<file path="src/hw/rtl/roidbp_pkg.sv">
// Shared types, constants and register defaults for the ROI depth back-projection block.
package roidbp_pkg;

   localparam int IMAGE_WIDTH_DEF  = 640;
   localparam int IMAGE_HEIGHT_DEF = 480;

   localparam int COORD_W     = 10;
   localparam int DEPTH_W     = 16;
   localparam int COLOR_W     = 8;
   localparam int POINT_W     = 16;
   localparam int Z_W         = 11;
   localparam int FOCAL_W     = 16;
   localparam int CENTER_W    = 14;
   localparam int ROI_POS_W   = 10;
   localparam int ROI_LEN_W   = 11;
   localparam int CSR_INDEX_W = 3;
   localparam int CSR_DATA_W  = 16;

   // Q4 pixel offset: one sign bit over a 14-bit magnitude.
   localparam int OFFSET_W = COORD_W + 5;
   localparam int MAG_W    = 14;
   localparam int PROD_W   = MAG_W + Z_W;
   localparam int QUO_W    = 16;
   localparam int DIV_CMP_W = FOCAL_W + QUO_W;

   localparam int DIV_BITS_PER_STAGE = 2;
   localparam int DIV_STAGES         = QUO_W / DIV_BITS_PER_STAGE;
   // Product, overflow check, divider stages and output saturation.
   localparam int PROJ_LATENCY       = DIV_STAGES + 3;

   localparam logic [DEPTH_W-1:0] DEPTH_LOW_MM  = 16'd100;
   localparam logic [DEPTH_W-1:0] DEPTH_HIGH_MM = 16'd2000;

   localparam logic [POINT_W-1:0] SAT_POS = 16'h7FFF;
   localparam logic [POINT_W-1:0] SAT_NEG = 16'h8000;

   localparam logic [FOCAL_W-1:0]   FOCAL_X_RESET  = 16'd9600;
   localparam logic [FOCAL_W-1:0]   FOCAL_Y_RESET  = 16'd9600;
   localparam logic [CENTER_W-1:0]  CENTER_X_RESET = 14'd5120;
   localparam logic [CENTER_W-1:0]  CENTER_Y_RESET = 14'd3840;

   typedef enum logic [CSR_INDEX_W-1:0] {
      CSR_FOCAL_X  = 3'd0,
      CSR_FOCAL_Y  = 3'd1,
      CSR_CENTER_X = 3'd2,
      CSR_CENTER_Y = 3'd3,
      CSR_ROI_LEFT = 3'd4,
      CSR_ROI_TOP  = 3'd5,
      CSR_ROI_W    = 3'd6,
      CSR_ROI_H    = 3'd7
   } csr_index_type;

   typedef struct packed {
      logic [COORD_W-1:0] pixel_col;
      logic [COORD_W-1:0] pixel_row;
      logic [DEPTH_W-1:0] depth_mm;
      logic [COLOR_W-1:0] blue_in;
      logic [COLOR_W-1:0] green_in;
      logic [COLOR_W-1:0] red_in;
   } pixel_type;

   typedef struct packed {
      logic signed [POINT_W-1:0] point_x_mm;
      logic signed [POINT_W-1:0] point_y_mm;
      logic [Z_W-1:0]            point_z_mm;
      logic [COLOR_W-1:0]        blue_out;
      logic [COLOR_W-1:0]        green_out;
      logic [COLOR_W-1:0]        red_out;
   } point_type;

   typedef struct packed {
      logic [FOCAL_W-1:0]   focal_x_q4;
      logic [FOCAL_W-1:0]   focal_y_q4;
      logic [CENTER_W-1:0]  center_x_q4;
      logic [CENTER_W-1:0]  center_y_q4;
      logic [ROI_POS_W-1:0] roi_left;
      logic [ROI_POS_W-1:0] roi_top;
      logic [ROI_LEN_W-1:0] roi_width;
      logic [ROI_LEN_W-1:0] roi_height;
   } cfg_type;

   // Output of the selection stage: kept flag, offset magnitudes and sideband.
   typedef struct packed {
      logic               valid;
      logic [MAG_W-1:0]   x_mag;
      logic               x_neg;
      logic [MAG_W-1:0]   y_mag;
      logic               y_neg;
      logic [Z_W-1:0]     depth;
      logic [COLOR_W-1:0] blue;
      logic [COLOR_W-1:0] green;
      logic [COLOR_W-1:0] red;
   } sel_type;

   // Sideband that travels next to the projection pipeline.
   typedef struct packed {
      logic               valid;
      logic [Z_W-1:0]     depth;
      logic [COLOR_W-1:0] blue;
      logic [COLOR_W-1:0] green;
      logic [COLOR_W-1:0] red;
   } side_type;

   // Partial state of the restoring divider.
   typedef struct packed {
      logic [PROD_W-1:0] rem;
      logic [QUO_W-1:0]  quo;
      logic              neg;
      logic              ovf;
   } div_type;

endpackage

</file>
<file path="src/hw/rtl/roi_depth_backprojection.sv">
// Top level: depth pixels in, back-projected colored points out, one pixel per clock.
// A point for an accepted pixel is strobed on rsp_valid once it has passed through
// twelve register stages: selection, product, overflow check, divider and saturation.
// Throughput: one transaction per clock; busy is always low and the result side
// cannot stall, so the pipeline never holds. The divider stages set the depth.
// Reset is synchronous: it restores register defaults and drops items in flight.
module roi_depth_backprojection #(
   parameter int IMAGE_WIDTH  = roidbp_pkg::IMAGE_WIDTH_DEF,
   parameter int IMAGE_HEIGHT = roidbp_pkg::IMAGE_HEIGHT_DEF
) (
   input  logic                               clock,
   input  logic                               reset,
   input  logic                               start,
   output logic                               busy,
   input  roidbp_pkg::pixel_type              req_data,
   output logic                               rsp_valid,
   output roidbp_pkg::point_type              rsp_data,
   input  logic                               csr_we,
   input  logic [roidbp_pkg::CSR_INDEX_W-1:0] csr_index,
   input  logic [roidbp_pkg::CSR_DATA_W-1:0]  csr_wdata
);
   import roidbp_pkg::*;

   cfg_type            cfg_ff;
   sel_type            sel_ff;
   side_type           side_ff [PROJ_LATENCY];
   logic [POINT_W-1:0] point_x_ff;
   logic [POINT_W-1:0] point_y_ff;
   logic               accept;

   // The block never pushes back on the source.
   assign busy   = 1'b0;
   assign accept = start && !busy;

   // Configuration registers. Writes are only expected while no pixel is in
   // flight, so every stage reads them directly without a shadow copy.
   always_ff @(posedge clock) begin
      if (reset) begin
         cfg_ff.focal_x_q4  <= FOCAL_X_RESET;
         cfg_ff.focal_y_q4  <= FOCAL_Y_RESET;
         cfg_ff.center_x_q4 <= CENTER_X_RESET;
         cfg_ff.center_y_q4 <= CENTER_Y_RESET;
         cfg_ff.roi_left    <= '0;
         cfg_ff.roi_top     <= '0;
         cfg_ff.roi_width   <= '0;
         cfg_ff.roi_height  <= '0;
      end else if (csr_we) begin
         unique case (csr_index_type'(csr_index))
            CSR_FOCAL_X: begin
               cfg_ff.focal_x_q4 <= csr_wdata[FOCAL_W-1:0];
            end
            CSR_FOCAL_Y: begin
               cfg_ff.focal_y_q4 <= csr_wdata[FOCAL_W-1:0];
            end
            CSR_CENTER_X: begin
               cfg_ff.center_x_q4 <= csr_wdata[CENTER_W-1:0];
            end
            CSR_CENTER_Y: begin
               cfg_ff.center_y_q4 <= csr_wdata[CENTER_W-1:0];
            end
            CSR_ROI_LEFT: begin
               cfg_ff.roi_left <= csr_wdata[ROI_POS_W-1:0];
            end
            CSR_ROI_TOP: begin
               cfg_ff.roi_top <= csr_wdata[ROI_POS_W-1:0];
            end
            CSR_ROI_W: begin
               cfg_ff.roi_width <= csr_wdata[ROI_LEN_W-1:0];
            end
            CSR_ROI_H: begin
               cfg_ff.roi_height <= csr_wdata[ROI_LEN_W-1:0];
            end
            default: begin
            end
         endcase
      end
   end

   // Stage one decides whether the pixel produces a point and forms the
   // absolute Q4 offsets from the principal point.
   roidbp_select #(
      .IMAGE_WIDTH (IMAGE_WIDTH),
      .IMAGE_HEIGHT(IMAGE_HEIGHT)
   ) u_select (
      .clock   (clock),
      .reset   (reset),
      .accept  (accept),
      .req_data(req_data),
      .cfg     (cfg_ff),
      .sel_ff  (sel_ff)
   );

   // Both axes run through identical multiply and divide pipelines. Rejected
   // pixels flow through them too; their valid bit is simply low.
   roidbp_project u_project_x (
      .clock   (clock),
      .mag     (sel_ff.x_mag),
      .neg     (sel_ff.x_neg),
      .depth   (sel_ff.depth),
      .focal   (cfg_ff.focal_x_q4),
      .point_ff(point_x_ff)
   );

   roidbp_project u_project_y (
      .clock   (clock),
      .mag     (sel_ff.y_mag),
      .neg     (sel_ff.y_neg),
      .depth   (sel_ff.depth),
      .focal   (cfg_ff.focal_y_q4),
      .point_ff(point_y_ff)
   );

   // The valid bit, depth and color ride along in a delay line that matches
   // the projection pipeline stage for stage.
   always_ff @(posedge clock) begin
      if (reset) begin
         for (int k = 0; k < PROJ_LATENCY; k++) begin
            side_ff[k] <= '0;
         end
      end else begin
         side_ff[0].valid <= sel_ff.valid;
         side_ff[0].depth <= sel_ff.depth;
         side_ff[0].blue  <= sel_ff.blue;
         side_ff[0].green <= sel_ff.green;
         side_ff[0].red   <= sel_ff.red;
         for (int k = 1; k < PROJ_LATENCY; k++) begin
            side_ff[k] <= side_ff[k-1];
         end
      end
   end

   // Every result output comes straight from a register.
   assign rsp_valid           = side_ff[PROJ_LATENCY-1].valid;
   assign rsp_data.point_x_mm = point_x_ff;
   assign rsp_data.point_y_mm = point_y_ff;
   assign rsp_data.point_z_mm = side_ff[PROJ_LATENCY-1].depth;
   assign rsp_data.blue_out   = side_ff[PROJ_LATENCY-1].blue;
   assign rsp_data.green_out  = side_ff[PROJ_LATENCY-1].green;
   assign rsp_data.red_out    = side_ff[PROJ_LATENCY-1].red;

endmodule

</file>
<file path="src/hw/rtl/roidbp_select.sv">
// First pipeline stage: region and depth test, Q4 offsets from the principal point.
module roidbp_select #(
   parameter int IMAGE_WIDTH  = roidbp_pkg::IMAGE_WIDTH_DEF,
   parameter int IMAGE_HEIGHT = roidbp_pkg::IMAGE_HEIGHT_DEF
) (
   input  logic                  clock,
   input  logic                  reset,
   input  logic                  accept,
   input  roidbp_pkg::pixel_type req_data,
   input  roidbp_pkg::cfg_type   cfg,
   output roidbp_pkg::sel_type   sel_ff
);
   import roidbp_pkg::*;

   localparam logic [ROI_LEN_W-1:0] IMG_W = ROI_LEN_W'(IMAGE_WIDTH);
   localparam logic [ROI_LEN_W-1:0] IMG_H = ROI_LEN_W'(IMAGE_HEIGHT);

   sel_type             sel_in;
   logic [COORD_W-1:0]  col_diff;
   logic [COORD_W-1:0]  row_diff;
   logic                col_in;
   logic                row_in;
   logic                depth_ok;
   logic [OFFSET_W-1:0] x_off;
   logic [OFFSET_W-1:0] y_off;
   logic [OFFSET_W-1:0] x_negated;
   logic [OFFSET_W-1:0] y_negated;

   always_comb begin
      // The pixel must sit at an even offset inside the region clipped to the image.
      col_diff = req_data.pixel_col - cfg.roi_left;
      row_diff = req_data.pixel_row - cfg.roi_top;
      col_in   = (req_data.pixel_col >= cfg.roi_left)
               && ({1'b0, col_diff} < cfg.roi_width)
               && ({1'b0, req_data.pixel_col} < IMG_W)
               && !col_diff[0];
      row_in   = (req_data.pixel_row >= cfg.roi_top)
               && ({1'b0, row_diff} < cfg.roi_height)
               && ({1'b0, req_data.pixel_row} < IMG_H)
               && !row_diff[0];
      depth_ok = (req_data.depth_mm > DEPTH_LOW_MM) && (req_data.depth_mm < DEPTH_HIGH_MM);

      x_off     = {1'b0, req_data.pixel_col, 4'b0000} - {1'b0, cfg.center_x_q4};
      y_off     = {1'b0, req_data.pixel_row, 4'b0000} - {1'b0, cfg.center_y_q4};
      x_negated = ~x_off + OFFSET_W'(1);
      y_negated = ~y_off + OFFSET_W'(1);

      sel_in.valid = accept && col_in && row_in && depth_ok;
      sel_in.x_neg = x_off[OFFSET_W-1];
      sel_in.y_neg = y_off[OFFSET_W-1];
      sel_in.x_mag = x_off[OFFSET_W-1] ? x_negated[MAG_W-1:0] : x_off[MAG_W-1:0];
      sel_in.y_mag = y_off[OFFSET_W-1] ? y_negated[MAG_W-1:0] : y_off[MAG_W-1:0];
      sel_in.depth = req_data.depth_mm[Z_W-1:0];
      sel_in.blue  = req_data.blue_in;
      sel_in.green = req_data.green_in;
      sel_in.red   = req_data.red_in;
   end

   always_ff @(posedge clock) begin
      if (reset) begin
         sel_ff <= '0;
      end else begin
         sel_ff <= sel_in;
      end
   end

endmodule

</file>
<file path="src/hw/rtl/roidbp_div_stage.sv">
// One registered stage of the restoring divider, resolving two quotient bits.
module roidbp_div_stage #(
   parameter int HI_BIT = roidbp_pkg::QUO_W - 1
) (
   input  logic                          clock,
   input  logic [roidbp_pkg::FOCAL_W-1:0] focal,
   input  roidbp_pkg::div_type           stage_in,
   output roidbp_pkg::div_type           stage_ff
);
   import roidbp_pkg::*;

   div_type              step;
   logic [DIV_CMP_W-1:0] rem_ext;
   logic [DIV_CMP_W-1:0] divisor;

   always_comb begin
      step = stage_in;
      for (int k = 0; k < DIV_BITS_PER_STAGE; k++) begin
         rem_ext = DIV_CMP_W'(step.rem);
         divisor = DIV_CMP_W'(focal) << (HI_BIT - k);
         // A zero focal length with a zero product must leave the quotient at zero.
         if ((focal != '0) && (rem_ext >= divisor)) begin
            step.rem = PROD_W'(rem_ext - divisor);
            step.quo[HI_BIT-k] = 1'b1;
         end
      end
   end

   always_ff @(posedge clock) begin
      stage_ff <= step;
   end

endmodule

</file>
<file path="src/hw/rtl/roidbp_project.sv">
// Pinhole projection of one axis: multiply, overflow check, pipelined divide, saturate.
module roidbp_project (
   input  logic                           clock,
   input  logic [roidbp_pkg::MAG_W-1:0]   mag,
   input  logic                           neg,
   input  logic [roidbp_pkg::Z_W-1:0]     depth,
   input  logic [roidbp_pkg::FOCAL_W-1:0] focal,
   output logic [roidbp_pkg::POINT_W-1:0] point_ff
);
   import roidbp_pkg::*;

   logic [PROD_W-1:0]  prod_ff;
   logic               neg_ff;
   div_type            div_in;
   div_type            div_ff;
   div_type            chain [DIV_STAGES+1];
   logic [POINT_W-1:0] point_in;
   div_type            last;

   always_ff @(posedge clock) begin
      prod_ff <= PROD_W'(mag) * PROD_W'(depth);
      neg_ff  <= neg;
   end

   // A quotient of 2^16 or more saturates; this also covers a zero focal length.
   always_comb begin
      div_in.rem = prod_ff;
      div_in.quo = '0;
      div_in.neg = neg_ff;
      div_in.ovf = (DIV_CMP_W'(prod_ff) >= {focal, QUO_W'(0)}) && (prod_ff != '0);
   end

   always_ff @(posedge clock) begin
      div_ff <= div_in;
   end

   assign chain[0] = div_ff;

   for (genvar s = 0; s < DIV_STAGES; s++) begin : g_div
      roidbp_div_stage #(
         .HI_BIT(QUO_W - 1 - s * DIV_BITS_PER_STAGE)
      ) u_stage (
         .clock   (clock),
         .focal   (focal),
         .stage_in(chain[s]),
         .stage_ff(chain[s+1])
      );
   end

   always_comb begin
      last = chain[DIV_STAGES];
      if (last.ovf) begin
         point_in = last.neg ? SAT_NEG : SAT_POS;
      end else if (!last.neg) begin
         point_in = (last.quo > SAT_POS) ? SAT_POS : last.quo;
      end else begin
         point_in = (last.quo > SAT_NEG) ? SAT_NEG : (~last.quo + POINT_W'(1));
      end
   end

   always_ff @(posedge clock) begin
      point_ff <= point_in;
   end

endmodule
</file>
<file path="config.mk">
export PLATFORM = sky130hd
export DESIGN_NAME = roi_depth_backprojection
export DESIGN_NICKNAME = d
export VERILOG_FILES = /design/src/hw/rtl/roidbp_pkg.sv /design/src/hw/rtl/roi_depth_backprojection.sv /design/src/hw/rtl/roidbp_select.sv /design/src/hw/rtl/roidbp_div_stage.sv /design/src/hw/rtl/roidbp_project.sv
export SDC_FILE = /design/constraint.sdc
export NUM_CORES = 2
export LEC_CHECK = 0
export ABC_CLOCK_PERIOD_IN_PS = 7100
export BUFFER_PORTS_ARGS = -buffer_cell sky130_fd_sc_hd__buf_2
export CAP_MARGIN = 5
export CORE_MARGIN = 2
export CORE_UTILIZATION = 30
export CTS_CLUSTER_DIAMETER = 60
export DETAILED_ROUTE_END_ITERATION = 12
export PLACE_DENSITY_LB_ADDON = 0.1
export SETUP_SLACK_MARGIN = 0.15
export SLEW_MARGIN = 20
export SYNTH_ARGS = -nofsm -noshare
export SYNTH_HDL_FRONTEND = slang
export SYNTH_SLANG_ARGS = --single-unit
</file>
<file path="constraint.sdc">
create_clock -name clock -period 7.1 [get_ports clock]
set_input_delay 0.71 -clock clock [delete_from_list [all_inputs] [get_ports clock]]
set_output_delay 0.71 -clock clock [all_outputs]
set_load 0.02 [all_outputs]
</file>
-- Word-level counts from Yosys, hierarchy flattened
Memory sizes are Yosys's and may differ from the RTL's.
Index checks and enable logic that the tools add are counted.
- flip-flop bits (word level): 832
- bits in writable memories: 396
- bits of input ports: 83
- memories kept: 1
- memories (memory ; depth ; width ; rd ports ; clocked after Yosys merged registers in ; wr ports ; line ; source):
    side_ff ; 11 ; 36 ; 11 ; 0 ; 11 ; roi_depth_backprojection.sv:26 ; side_type side_ff [PROJ_LATENCY];
- add/subtract/negate cells: 38
- multipliers: 2
- $lt $le $gt $ge: 46
- equal/unequal tests: 7
- muxes and demuxes: 62
- bitwise logic cells: 19
- reductions and logical operators: 59
- operators with widths (operator ; number):
    $mux W25 ; 28
    $mux W36 ; 10
    $sub A25 B25 Y25 ; 14
    $mux W16 ; 10
    $ge A25 B32 Y1 ; 2
    $ge A25 B31 Y1 ; 2
    $ge A25 B30 Y1 ; 2
    $ge A25 B29 Y1 ; 2
    $ge A25 B28 Y1 ; 2
    $ge A25 B27 Y1 ; 2
    $ge A25 B26 Y1 ; 2
    $mux W26 ; 2
    $ge A25 B16 Y1 ; 2
    $ge A25 B17 Y1 ; 2
    $ge A25 B18 Y1 ; 2
    $ge A25 B19 Y1 ; 2
    $ge A25 B20 Y1 ; 2
    $ge A25 B21 Y1 ; 2
    $ge A25 B22 Y1 ; 2
    $ge A25 B23 Y1 ; 2
    $ge A25 B24 Y1 ; 2
    $ge A25 B25 Y1 ; 2
    $mul A14 B11 Y25 ; 2
    $reduce_bool A25 Y1 ; 2
    other kinds (35) ; 131

-- Depth between registers and ports, before layout
- word-level depth: 8
- mapped depth: 28
- mapped depth without buffers: 25

-- By module
Synthesis repeated with hierarchy kept, for this count alone.
- cells, all modules: 8770
- area, all modules: 81812.2 um^2
- by module, submodules not included (module ; times used ; cells each ; area each (um^2)):
    roi_depth_backprojection ; 1 ; 1247 ; 14916.8
    roidbp_project (u_project_y) ; 1 ; 833 ; 7410.9
    roidbp_project (u_project_x) ; 1 ; 793 ; 7204.4
    roidbp_div_stage (u_project_x.g_div[5].u_stage ...) ; 2 ; 362 ; 3165.5
    roidbp_div_stage (u_project_x.g_div[4].u_stage ...) ; 2 ; 351 ; 3139.3
    roidbp_div_stage (u_project_x.g_div[3].u_stage ...) ; 2 ; 305 ; 2856.5
    roidbp_div_stage (u_project_x.g_div[2].u_stage ...) ; 2 ; 291 ; 2756.4
    roidbp_select ; 1 ; 612 ; 4898.4
    roidbp_div_stage (u_project_x.g_div[7].u_stage) ; 1 ; 445 ; 3560.9
    roidbp_div_stage (u_project_y.g_div[6].u_stage) ; 1 ; 386 ; 3513.4
    roidbp_div_stage (u_project_y.g_div[7].u_stage) ; 1 ; 405 ; 3494.6
    roidbp_div_stage (u_project_x.g_div[6].u_stage) ; 1 ; 433 ; 3399.5
    roidbp_div_stage (u_project_y.g_div[1].u_stage) ; 1 ; 256 ; 2498.6
    roidbp_div_stage (u_project_x.g_div[1].u_stage) ; 1 ; 258 ; 2497.4
    2 more rows ; -- ; -- ; --

-- Worst setup path after synthesis
OpenSTA, ideal clock, no wires.
- path type: reg-to-reg
- start: register cfg_ff[71] (netlist name)
- end: register u_project_y.g_div[2].u_stage.stage_ff[34] (netlist name)
- data arrival time: 6.581 ns
- data required time: 6.979 ns
- path slack: 0.399 ns
- stages on the path, launching flop included: 25
- path buffers: 2
- period minus slack after synthesis: 6.701 ns
- path through: dfxtp_1 -> inv_1 -> fa_1 -> a21o_1 -> a21o_1 -> a21oi_1 -> o21ai_0 -> nand4_1 -> a31oi_1 -> a21oi_1 -> nor3_1 -> clkbuf_1 -> mux2_2 -> ha_1 -> nand2_1 -> nand2_1 -> a21oi_1 -> o21bai_1 -> a21oi_1 -> o21bai_1 -> a221oi_1 -> a21oi_1 -> o31ai_1 -> clkbuf_1 -> mux2_2
- RTL lines (what ; line ; source):
    start: declaration ; roi_depth_backprojection.sv:24 ; cfg_type cfg_ff;
    end signal: assignment ; roidbp_div_stage.sv:30 ; stage_ff <= step;
    end: declaration ; roidbp_div_stage.sv:8 ; output roidbp_pkg::div_type stage_ff

==> key figures <==
Synthesis
  • Post-Syn Instances: 7591
  • Area leader, netlist: dfxtp_1
  • Post-synth EDFFs: 0
  • Distinct cells, synth: 95
  • Most used DFF post-synth: dfxtp_1
  • Seq/Total Area, Yosys: 0.350
  • Most common cell in the netlist: dfxtp_1
  • Synth Register Bits: 1228
  • Top-area cell type share of the netlist area: 0.350
  • Top cells by count, synth: dfxtp_1, nand2_1, ha_1, inv_1, nor2b_1
  • Syn Area/Cell: 9.24 um2
  • YS warnings: 0
  • Synth Cell Area: 0.0701 mm2
  • Synthesized Nets: 8596
  • Top post-synthesis cells by area: dfxtp_1, ha_1, fa_1
  • Fraction of registers with async set or reset after synthesis: 0

Placement
  • Gpl congestion: 0.887
  • Detailed placer's ending HPWL: 160000 um
  • I/O Buffers: 150

Clock network
  • CTS tree: done
  • CTS Buf Count: 163
  • Root buf cell: clkbuf_16
  • Clock latency on the worst-skew pair: 850 ps
  • H-tree Lvls: 4
  • Worst-path clk slew: 60 ps
  • Max clock buf depth: 3
  • Clock Sinks: 1228

STA
  • Final Setup Violations: 0
  • Fin Clk Skew: 80.4 ps
  • Slew @ Worst Pin: 1100 ps
  • RSZ-0062 raised after global routing: false
  • Setup TNS: 0 ps
  • Fin. Hold Viols: 0
  • Max transition margin: 0.260
  • Final slew viol count: 0
  • Fmax achieved: 156 MHz
  • Tcrit/Tclk final: 0.904
  • Final Critical Period: 6420 ps

Detailed routing
  • DR pass1 iterations: 6
  • Vias per Instance: 4.80
  • Routed vias: 52900
  • Routed wire length per instance: 18.8 um
  • Final WL: 207000 um
  • Number of nets still failing antenna checks after routing: 0
  • DRT iter0 DRCs: 2711
  • Remaining DRCs: 0

Critical path
  • CP endpoint kind: flip-flop
  • Reg2Reg Capture Point: u_project_y.g_div[6].u_stage.stage_ff[21]
  • R2R setup slack: 680 ps
  • Worst R2R Path Depth: 23
  • WS Path Type: flip-flop to flip-flop
  • Worst EP required: 7780 ps
  • CP Launch Point: cfg_ff[74]
  • Crit-path max FO: 21
  • Most frequent CP cell: buf_4
  • Worst-path cell chain: inv_1, buf_4, ha_1, nor4bb_1, nand4_1, o31ai_1, a311o_1, o21ai_2, buf_4, inv_2, mux2_2, ha_1, o21ai_0, nand2b_1, o31a_1, a2111oi_0, buf_4, o31ai_1, a21o_1, a21o_1, o21ai_2, buf_4, mux2_2
  • Worst r2r src: cfg_ff[74]
  • CP delay by family, top: compound AO/OA/AOI/OAI gates
  • Worst path bufs/invs: 6
  • Slowest stage delay, CP: 480 ps
  • Arrival @ worst endpoint: 7100 ps
  • Startpoint types: flip-flop
  • Slowest cell on the critical path: o31ai_1

Worst hold path
  • Hold_sp: req_data[0]
  • Hold WC Path Type: primary input to flip-flop
  • Min-Delay Endpoint: u_select.sel_ff[0]
  • Hold Path Depth: 2

Flow run
  • Max-cap violations: 0

Die
  • FP Rows: 177
  • Die height: 488 um
  • Area of the core: 0.233 mm2
  • Die area: 0.238 mm2
  • Initial Utilization: 0.302
  • Die width: 488 um
  • IO Pins: 152

GRT
  • First-pass GRT wire length: 318000 um
  • Largest net degree at the start of global routing: 122
  • Total grt overflow: 0
  • Total Routing Usage GR: 0.173
  • Vias in the first global route: 53300
  • Antenna violations before repair: 19

Power
  • Leakage: 0.0347 uW
  • Peak VDD IR: 202 uV
  • Total Power: 37100 uW
  • Cell area power density: 457 mW/mm2

Outcome
  • Status: completed

Cells and area
  • Fillers: 23900
  • Synth-to-Final Area Change: 15.7%
  • Share of layout cells above drive strength 1: 0.113
  • Final nets: 8843
-- how the worst max path moves through the flow --
stage	end	slack, ps	depth (start not counted)
floorplan	u_project_y.g_div[2].u_stage.stage_ff[34]	400	24
global placement	u_project_y.g_div[3].u_stage.stage_ff[28]	620	23
detailed placement	u_project_y.g_div[3].u_stage.stage_ff[27]	530	23
CTS	u_project_y.g_div[3].u_stage.stage_ff[27]	480	23
global route	u_project_x.g_div[1].u_stage.stage_ff[32]	170	24
finish	u_project_y.g_div[6].u_stage.stage_ff[21]	680	23
-- per-stage QoR --
step / cells / setup WS [ps] / utilization / hold slack [ps] / cell area, um2
3_5_place_dp: 10700 / 529 / 0.322 / 312 / 75000
3_3_place_gp: 10700 / 621 / 0.322 / 311 / 75000
5_1_grt: 11000 / 173 / 0.349 / 59.2 / 81200
2_1_floorplan: 7591 / 399 / - / 310 / 70100
6_report: 11000 / 680 / 0.349 / 93.4 / 81200
4_1_cts: 11000 / 479 / 0.349 / 26.8 / 81100
-- state kept, by name (all words and copies together) (netlist names), 16 cells and up --
register and count:
side_ff 396, u_project_x.g_div.u_stage.stage_ff 263, u_project_y.g_div.u_stage.stage_ff 263, cfg_ff 102
u_select.sel_ff 66, u_project_x.chain 27, u_project_y.chain 27, u_project_x.prod_ff 25
u_project_y.prod_ff 25, u_project_x.point_ff 16, u_project_y.point_ff 16
-- metal layers --
| metal | vias up | global-route usage | share of wire | routed length [um] |
|---|---|---|---|---|
| met2 | 878 | 0.286 | 0.46 | 95600 |
| met3 | 307 | 0.0212 | 0.032 | 6690 |
| met5 | - | 0 | 0 | 0 |
| met1 | 25200 | 0.233 | 0.48 | 99200 |
| li1 | 26500 | - | - | - |
| met4 | 0 | 0.0506 | 0.027 | 5540 |
-- layout by cell type (no fill, tap or decap), types with 58 or more instances in the layout --
cell type / netlist / final
nand3_1: 89 / 89
buf_4: 3 / 137
o21ai_0: 312 / 311
fa_1: 246 / 246
dfxtp_1: 1228 / 1227
o21bai_1: 58 / 58
xnor2_1: 317 / 317
mux2_2: 253 / 253
clkbuf_16: 0 / 163
nor4_1: 67 / 67
nand2_1: 680 / 680
ha_1: 676 / 676
xor2_1: 166 / 166
nor2b_1: 508 / 507
o21a_1: 80 / 80
nand4_1: 87 / 87
a21oi_1: 453 / 450
inv_1: 575 / 573
or3_1: 60 / 60
a21o_1: 189 / 189
nor3_1: 116 / 113
nor2_1: 391 / 389
buf_2: 4 / 149
and2_1: 175 / 175
-- what timing repair did --
item / in CTS / in global routing
buffers inserted: 0 / 0
resized for setup: 0 / 1
setup endpoints to repair: 0 / 37
endpoints found under the hold margin: 21 / 0
hold buffers: 21 / 0
-- power breakdown --
part | internal (uW) | total, uW | leakage [uW] | switching (uW)
Combinational | 8690 | 19100 | 0.0218 | 10400
Clock | 5290 | 8760 | 0.00285 | 3470
Sequential | 8220 | 9260 | 0.0101 | 1030
Total | 22200 | 37100 | 0.0347 | 14900
-- kinds of logic after synthesis --
group,share of synthesized area
AND/OR/NAND/NOR,0.173
flip-flops,0.350
multiplexers,0.0493
adder cells (fa/ha/maj),0.191
other,0.0000535
buffers and inverters,0.0443
XOR/XNOR,0.0603
AO/OA/AOI/OAI,0.132
-- cell type report --
type | instances | area, um2 | area share
Multi-Input combinational cell | 5551 | 42500 | 0.524
Clock inverter | 91 | 1500 | 0.0185
Inverter | 581 | 2180 | 0.0269
Antenna cell | 6 | 15.0 | 0.000185
Clock buffer | 208 | 4450 | 0.0548
Sequential cell | 1228 | 24600 | 0.303
Timing Repair Buffer | 313 | 2100 | 0.0259
Tap cell | 3043 | 3810 | 0.0469
Power figures use the tool's default switching activity.
